## config.mk

```make
export PLATFORM = sky130hd
export DESIGN_NAME = eyvm_cordic_cell
export DESIGN_NICKNAME = d
export VERILOG_FILES = /design/src/euler_yxz_view_matrix_core_assert.svh /design/src/eyvm_pkg.sv /design/src/eyvm_cordic_cell.sv
export SDC_FILE = /design/constraint.sdc
export NUM_CORES = 2
export LEC_CHECK = 0
export ABC_CLOCK_PERIOD_IN_PS = 6800
export BUFFER_PORTS_ARGS = -buffer_cell sky130_fd_sc_hd__buf_2
export CAP_MARGIN = 20
export CORE_AREA = 2 2 682 684
export DETAILED_ROUTE_END_ITERATION = 7
export DIE_AREA = 0 0 684 686
export PLACE_DENSITY = 0.3
export REMOVE_ABC_BUFFERS = 1
export SYNTH_ARGS = -nofsm -noshare
export SYNTH_HDL_FRONTEND = slang
export SYNTH_SLANG_ARGS = --single-unit
```

## constraint.sdc

```tcl
create_clock -name clk -period 6.8 [get_ports clk]
set_input_delay 0 -clock clk [delete_from_list [all_inputs] [get_ports clk]]
set_output_delay 0 -clock clk [all_outputs]
set_load 0.1 [all_outputs]
```

## src/euler_yxz_view_matrix_core_assert.svh

```systemverilog
// ----------------------------------------------------------------------------
// euler_yxz_view_matrix_core_assert
// assertion macros for the euler yxz view matrix core
// ----------------------------------------------------------------------------
`ifndef EULER_YXZ_VIEW_MATRIX_CORE_ASSERT_SVH
`define EULER_YXZ_VIEW_MATRIX_CORE_ASSERT_SVH

// property that holds at every clock edge outside reset
`define EYV_ASSERT(label, prop, msg) \
  label: assert property (@(posedge clk) disable iff (!rst_n) (prop)) else $error(msg);

// property checked from the first edge, reset included
`define EYV_ASSERT_ALWAYS(label, prop, msg) \
  label: assert property (@(posedge clk) (prop)) else $error(msg);

`endif

```

## src/eyvm_pkg.sv

```systemverilog
// ----------------------------------------------------------------------------
// eyvm_pkg
// types, constants and arithmetic helpers of the euler yxz view matrix core
// ----------------------------------------------------------------------------
package eyvm_pkg;

  localparam int ANGLE_WIDTH  = 16;
  localparam int COORD_WIDTH  = 32;
  localparam int CORDIC_STEPS = 16;
  localparam int TABLE_LEN    = 24;
  localparam int NSTEPS       = (CORDIC_STEPS < TABLE_LEN) ? CORDIC_STEPS : TABLE_LEN;
  localparam int NCELLS       = NSTEPS + 8;
  localparam int QW           = 34;
  localparam int ZW           = 34;
  localparam int PW           = COORD_WIDTH + 1;
  localparam int BW           = 16;
  localparam int DW           = BW + PW + 2;

  localparam logic signed [QW-1:0] CORDIC_GAIN = QW'(64'sh26DD3B6A);

  typedef struct packed {
    logic signed [COORD_WIDTH-1:0] pos_x;
    logic signed [COORD_WIDTH-1:0] pos_y;
    logic signed [COORD_WIDTH-1:0] pos_z;
    logic signed [ANGLE_WIDTH-1:0] angle_x;
    logic signed [ANGLE_WIDTH-1:0] angle_y;
    logic signed [ANGLE_WIDTH-1:0] angle_z;
  } in_word_t;

  typedef struct packed {
    logic signed [BW-1:0] u_x;
    logic signed [BW-1:0] u_y;
    logic signed [BW-1:0] u_z;
    logic signed [BW-1:0] v_x;
    logic signed [BW-1:0] v_y;
    logic signed [BW-1:0] v_z;
    logic signed [BW-1:0] w_x;
    logic signed [BW-1:0] w_y;
    logic signed [BW-1:0] w_z;
    logic signed [COORD_WIDTH-1:0] shift_u;
    logic signed [COORD_WIDTH-1:0] shift_v;
    logic signed [COORD_WIDTH-1:0] shift_w;
  } out_word_t;

  // data handed from cell to cell; each stage uses the fields it needs
  typedef struct packed {
    logic signed [PW-1:0] px;
    logic signed [PW-1:0] py;
    logic signed [PW-1:0] pz;
    logic signed [QW-1:0] xx;
    logic signed [QW-1:0] yx;
    logic signed [ZW-1:0] zx;
    logic signed [QW-1:0] xy;
    logic signed [QW-1:0] yy;
    logic signed [ZW-1:0] zy;
    logic signed [QW-1:0] xz;
    logic signed [QW-1:0] yz;
    logic signed [ZW-1:0] zz;
    logic [2:0] flip;
    logic signed [QW-1:0] t0;
    logic signed [QW-1:0] t1;
    logic signed [QW-1:0] t2;
    logic signed [QW-1:0] t3;
    logic signed [QW-1:0] t4;
    logic signed [BW-1:0] b0;
    logic signed [BW-1:0] b1;
    logic signed [BW-1:0] b2;
    logic signed [BW-1:0] b3;
    logic signed [BW-1:0] b4;
    logic signed [BW-1:0] b5;
    logic signed [BW-1:0] b6;
    logic signed [BW-1:0] b7;
    logic signed [BW-1:0] b8;
    logic signed [DW-1:0] d0;
    logic signed [DW-1:0] d1;
    logic signed [DW-1:0] d2;
  } eyvm_data_t;

  function automatic logic [31:0] atan_turn(input int i);
    logic [31:0] r;
    case (i)
      0:  r = 32'h20000000; 1:  r = 32'h12E4051D; 2:  r = 32'h09FB385B;
      3:  r = 32'h051111D4; 4:  r = 32'h028B0D43; 5:  r = 32'h0145D7E1;
      6:  r = 32'h00A2F61E; 7:  r = 32'h00517C55; 8:  r = 32'h0028BE53;
      9:  r = 32'h00145F2E; 10: r = 32'h000A2F98; 11: r = 32'h000517CC;
      12: r = 32'h00028BE6; 13: r = 32'h000145F3; 14: r = 32'h0000A2F9;
      15: r = 32'h0000517C; 16: r = 32'h000028BE; 17: r = 32'h0000145F;
      18: r = 32'h00000A2F; 19: r = 32'h00000517; 20: r = 32'h0000028B;
      21: r = 32'h00000145; 22: r = 32'h000000A2; 23: r = 32'h00000051;
      default: r = 32'h0;
    endcase
    return r;
  endfunction

  // q30 product rounded back to q30
  function automatic logic signed [QW-1:0] qmul(input logic signed [QW-1:0] a,
                                                  input logic signed [QW-1:0] b);
    logic signed [2*QW-1:0] p;
    p = a * b + (68'sd1 <<< 29);
    return QW'(p >>> 30);
  endfunction

  function automatic logic signed [BW-1:0] to_q14(input logic signed [QW-1:0] v);
    logic signed [QW-1:0] r;
    r = (v + QW'(32768)) >>> 16;
    if (r > QW'(16384)) r = QW'(16384);
    else if (r < -QW'(16384)) r = -QW'(16384);
    return BW'(r);
  endfunction

  function automatic logic signed [COORD_WIDTH-1:0] sat_shift(
      input logic signed [DW+1:0] t);
    logic signed [DW+1:0] r;
    logic signed [DW+1:0] hi;
    logic signed [DW+1:0] lo;
    hi = (DW+2)'({1'b0, {(COORD_WIDTH-1){1'b1}}});
    lo = -hi - 1;
    r = (t + (DW+2)'(8192)) >>> 14;
    if (r > hi) r = hi;
    else if (r < lo) r = lo;
    return COORD_WIDTH'(r);
  endfunction

endpackage

```

## src/eyvm_cordic_cell.sv

```systemverilog
// ----------------------------------------------------------------------------
// eyvm_cordic_cell
// one cordic rotation on all three angles, registered
// ----------------------------------------------------------------------------
module eyvm_cordic_cell import eyvm_pkg::*; (
  input  logic       clk,
  input  logic       en,
  input  logic [4:0] step,
  input  eyvm_data_t d_in,
  output eyvm_data_t d_out
);

  eyvm_data_t d_r;
  eyvm_data_t d_nxt;
  logic signed [ZW-1:0] atn;

  assign atn = ZW'(atan_turn(int'(step)));

  function automatic void rot(input logic signed [QW-1:0] x,
                              input logic signed [QW-1:0] y,
                              input logic signed [ZW-1:0] z,
                              input logic [4:0] sh,
                              input logic signed [ZW-1:0] a,
                              output logic signed [QW-1:0] xo,
                              output logic signed [QW-1:0] yo,
                              output logic signed [ZW-1:0] zo);
    if (!z[ZW-1]) begin
      xo = x - (y >>> sh);
      yo = y + (x >>> sh);
      zo = z - a;
    end else begin
      xo = x + (y >>> sh);
      yo = y - (x >>> sh);
      zo = z + a;
    end
  endfunction

  always_comb begin
    d_nxt = d_in;
    rot(d_in.xx, d_in.yx, d_in.zx, step, atn, d_nxt.xx, d_nxt.yx, d_nxt.zx);
    rot(d_in.xy, d_in.yy, d_in.zy, step, atn, d_nxt.xy, d_nxt.yy, d_nxt.zy);
    rot(d_in.xz, d_in.yz, d_in.zz, step, atn, d_nxt.xz, d_nxt.yz, d_nxt.zz);
  end

  always_ff @(posedge clk) begin
    if (en) d_r <= d_nxt;
  end

  assign d_out = d_r;

endmodule

```

# Word level (Yosys, flattened, before mapping)
# Memories as Yosys holds them, arrays and structs flattened.
# Index checks and enable logic that the tools add are counted.
[totals]
mem_bits_ro = 960
wordCells = 64
input_bits = 882
n_memories = 1
regBits = 875
output_inout_bits = 875
[op_classes]
n_mux = 9
n_shift = 6
add_sub_neg = 18
[mem_list]
columns = ["name", "words", "word_bits", "read_ports", "rd_clocked_by_memory_dff", "write_ports", "line", "source"]
rows = [
  ["(no name shown)", 32, 30, 1, 0, 0, "eyvm_pkg.sv:81", "case (i)"],
]
[op_table]
columns = ["operator", "count"]
rows = [
  ["2-to-1 mux 34 bit", 9],
  ["adder 34 bit", 6],
  [">>> shifter 34 x 5 -> 34 bit", 6],
  ["subtractor 34 bit", 6],
  ["adder 34 x 33 -> 34 bit", 3],
  ["subtractor 34 x 33 -> 34 bit", 3],
]

# Longest topological paths before layout
[logic_depth]
word_depth = 3
mapped_depth = 33
mapped_depth_nobuf = 27

# Least setup slack after synthesis
# No wires, ideal clock.
[synth_path]
path_kind = "input port to flip-flop"
from = "input port step[1]"
to = "register d_r (netlist bit d_out[605]), data pin"
arrival_ns = 6.561
path_stages = 31
path_slack_ns = -0.023
setup_ns = 0.262
t_required_ns = 6.538
n_path_buf = 7
path_cell_list = "buf_2 > inv_2 > buf_2 > buf_2 > buf_2 > buf_2 > buf_2 > ha_1 > clkbuf_1 > a21boi_0 > a21o_1 > inv_1 > ha_1 > o221ai_1 > nor4b_2 > and3b_1 > and2_1 > nand2_1 > nor4_2 > nor2_1 > mux2_2 > ha_1 > a21o_1 > a21o_1 > a21oi_1 > a21oi_1 > a2111oi_0 > nor3_1 > or3_1 > a21oi_1 > xor2_1"
[synth_lines]
columns = ["element", "line", "source"]
rows = [
  ["start, declared", "eyvm_cordic_cell.sv:8", "input logic [4:0] step,"],
  ["end signal, assigned", "eyvm_cordic_cell.sv:46", "if (en) d_r <= d_nxt;"],
  ["end, declared", "eyvm_cordic_cell.sv:13", "eyvm_data_t d_r;"],
]

==> out/summary.md <==
Clock tree synthesis selected as its root buffer the cell clkbuf_16. In this run, synthesis inferred 875 flip-flops with an integrated enable. The delay of the slowest cell on the worst path is 0.65 ns, and the number of standard cells in the layout, taps in and fillers out is 16.0k.

The post-synth design cell area was 61500 um2. The die footprint is 469000 um2. The number of buffers between clock root and the deepest sink was 4; the arrival time reported for the critical path endpoint was 7.01 ns. For the remaining antenna violation count after routing, the log shows 0. The worst pin sits at a relative slew slack of 17.8%. Endpoint type of the worst setup path: a flop.

The floorplan step set the die width to 684 um. The iteration-0 DRC count of the detailed router came out at 5519. The cell with the biggest individual delay on the critical path was or4_1. Across the VDD grid, the largest voltage drop is 0.200 mV. The post-route fraction of the period consumed by the critical path was 94.5%. The count of buffering cells on the critical path with inverters included was 7.

In the layout the commonest cells are buf_2 (1747), dlygate4sd3_1 (1342), buf_4 (1026). Following the worst setup path forward leads to its endpoint at d_out[740]$_DFFE_PP_. The floorplan has 250 rows. A synthesized cell averages 11.1 um2. The final critical delay including setup and external delays is 6.43 ns, and the maximum level of the CTS H-tree is 4. The total of buffers placed on input and output ports came out at 1756. edfxtp_1 takes more of the synthesized area than any other cell. The run gives 130 as the pin count of the biggest net entering global routing. The total iterations of the first detailed-routing run came out at 5.

The layout overhead on the synthesized area was 68.6%; the routed via count was 67.4k. The startpoint type of the worst setup path was an input pin. Placer's final routability congestion estimate: 0.943.

The worst hold path passes through 2 cells. Clock-pin slew was measured on the worst setup and hold paths at 0.05 ns. The number of buffers created by CTS is 140, and the minimum setup slack in the final design is 0.374 ns. Synthesis inferred 875 register bits.

Based on the critical path, the design can be clocked at up to 156 MHz. TritonCTS built the clock tree. The critical path is of the in2reg type. The via count of the first global-routing pass is 67.7k, and the final total negative setup slack is 0 ns. In this run the number of cells on the critical path is 28. The initial antenna violation count is 292, and the number of clock sinks is 875. The run finished with clean final reports. The total power was 30.6 mW. After detailed routing, the average wire length per cell comes to 35.0 um.

Pin placement for this block handled 1757 I/O pins. The height of the die works out to 686 um. The critical-path maximum fanout is 8. After synthesis, the cell types taking the most area are edfxtp_1 (43%), mux4_2 (7.3%), ha_1 (6.3%).

The Yosys step of the flow raised 0 warnings. The initial utilization of the core area, before any placement, comes to 13.3%. In this run the static leakage power is 42.8 nW.

Setup repair after global routing left no endpoint under its margin. The synthesized netlist cell count was 5543; the all-layer global routing usage was 23.0%. Area share of the largest cell type after synthesis: 42.7%. The run gives 7.38 ns as the endpoint required time on the critical path.

For this run, design rule violations remaining after detail routing come to 0. The post-detailed-route via-to-cell ratio came out at 4.21. After detailed placement, the design holds a cell count of 14.3k. Grouping stages by cell kind, the critical path spends the most delay in simple AND/OR/NAND/NOR gates.

Counting stages on the worst path, the most repeated cell is buf_4. The layout has 50.7k filler cells. The number of slew-limit violations in the final report came out at 0. The run gives 0 as the total overflow reported by the global router. The tools report the placement-stage worst setup slack as 0.0702 ns.

The logs give 42.7% for the share of synthesized area occupied by flip-flops and latches and 0 for the total count of hold-check failures in the final report. After floorplanning, the core was sized to cover 462000 um2. The net count of the finished layout is 10.8k. Of the cells placed in the final design, the portion with a size suffix greater than 1 is 35.8%. The tools report the number of max-cap violations as 0. The tightest min-delay check is of the in2reg type. Power spread over the standard cell area amounts to 296 nW/um2.

The flip-flop count of the largest register, all copies and words added is 875. The most common cell after layout, fill and taps aside is buf_2. The first global-routing pass estimated 714000 um of wire.

The fraction of registers with async set or reset after synthesis works out to 0%. The total of endpoints with negative setup slack in the final report came out at 0. Among all flip-flop cells after synthesis, the most frequent one is edfxtp_1.

The post-detailed-placement half-perimeter wirelength is 479000 um, and the end-of-flow core utilization is 22.4%. For the pin with the worst max-slew slack, the measured transition is 1.23 ns. Summed over all layers, the routed wires come to 562000 um. The run gives 108 as the count of unique library cells instantiated by Yosys. The start point of the critical path was d_in[773].
==> timing repair <==
item / in CTS / in global routing
setup buffers: 0 / 2
gates resized for setup: 0 / 7
endpoints found under the hold margin: 925 / 0
hold buffers: 1342 / 0
endpoints found under the setup margin: 0 / 1
==> metrics by stage <==
| step | instance area, um2 | hold WS [ns] |
|---|---|---|
| 6_report | 104000 | 0.0490 |
| 5_1_grt | 103000 | 0.0183 |
| 4_1_cts | 103000 | 0.0000789 |
| 3_5_place_dp | 85200 | 0.178 |
| 3_3_place_gp | 85200 | 0.177 |
| 2_1_floorplan | 60000 | 0.0989 |
==> worst min-delay path by stage <==
stage               startpoint                    to  slack, ns
global route          d_in[92]   d_out[92]$_DFFE_PP_       0.02
floorplan              d_in[0]    d_out[0]$_DFFE_PP_        0.1
detailed placement   d_in[336]  d_out[336]$_DFFE_PP_       0.18
CTS                  d_in[778]  d_out[778]$_DFFE_PP_    0.00008
finish               d_in[868]  d_out[868]$_DFFE_PP_       0.05
global placement     d_in[285]  d_out[285]$_DFFE_PP_       0.18
==> layer usage <==
metal	global-route usage [%]	vias up	routed length, um
met4	7.71	70	21600
li1	-	29734	-
met5	0	-	440
met2	41.4	2644	284000
met1	26.8	34303	222000
met3	5.02	686	33900
==> cell type report <==
cell class | count | area, um2 | share of cell area [%]
repair buffers | 4159 | 30700 | 29.6
clock inverters | 84 | 866 | 0.835
well taps | 6174 | 7720 | 7.45
clock buffers | 159 | 3620 | 3.49
diodes | 198 | 495 | 0.478
flip-flops and latches | 875 | 26300 | 25.4
inverters | 127 | 485 | 0.468
multi-input cells | 4260 | 33400 | 32.3
==> synth_stat cells (21+ instances only) <==
library cell  instances
o22ai_1              65
a31oi_1              84
xor2_1              155
xnor2_1             312
and3_1               49
o21bai_1             49
buf_1                44
buf_2                66
o31ai_1              24
nor3_1               88
or2_2                27
mux2i_1             215
nor2b_1              56
clkbuf_1            115
nand2b_1             64
a21oi_1             424
o211ai_1             40
buf_4                35
a22o_1               22
inv_1               124
o21a_1               55
edfxtp_1            875
mux4_2              200
nand2_1             376
a22oi_1              47
nor2_1              434
ha_1                311
a211oi_1             50
or3_1                27
nand3_1              84
o221ai_1             23
and2_1               62
o21ai_0             222
a21o_1              145
mux2_2              132
nand4_1              21
a221oi_1             27
==> power by group <==
part / internal (mW) / leakage [nW] / switching (mW) / total (mW)
logic: 4.40 / 32.1 / 11.2 / 15.6
registers: 7.02 / 8.56 / 0.548 / 7.57
clock network: 4.36 / 2.17 / 3.09 / 7.45
total: 15.8 / 42.8 / 14.8 / 30.6
==> cell families (layout without fill, tap and decap cells) <==
kind of cell	count (synthesis)	after routing	synth area share [%]
buf+inv	408	4529	3.10
compound gates	1516	1516	16.3
fa+ha+maj	320	320	6.62
simple gates	1401	1401	11.2
mux	556	556	13.4
flops	875	875	42.7
other cells	0	198	0
xor+xnor	467	467	6.65
Note: power is estimated with default switching activity, not from simulation.
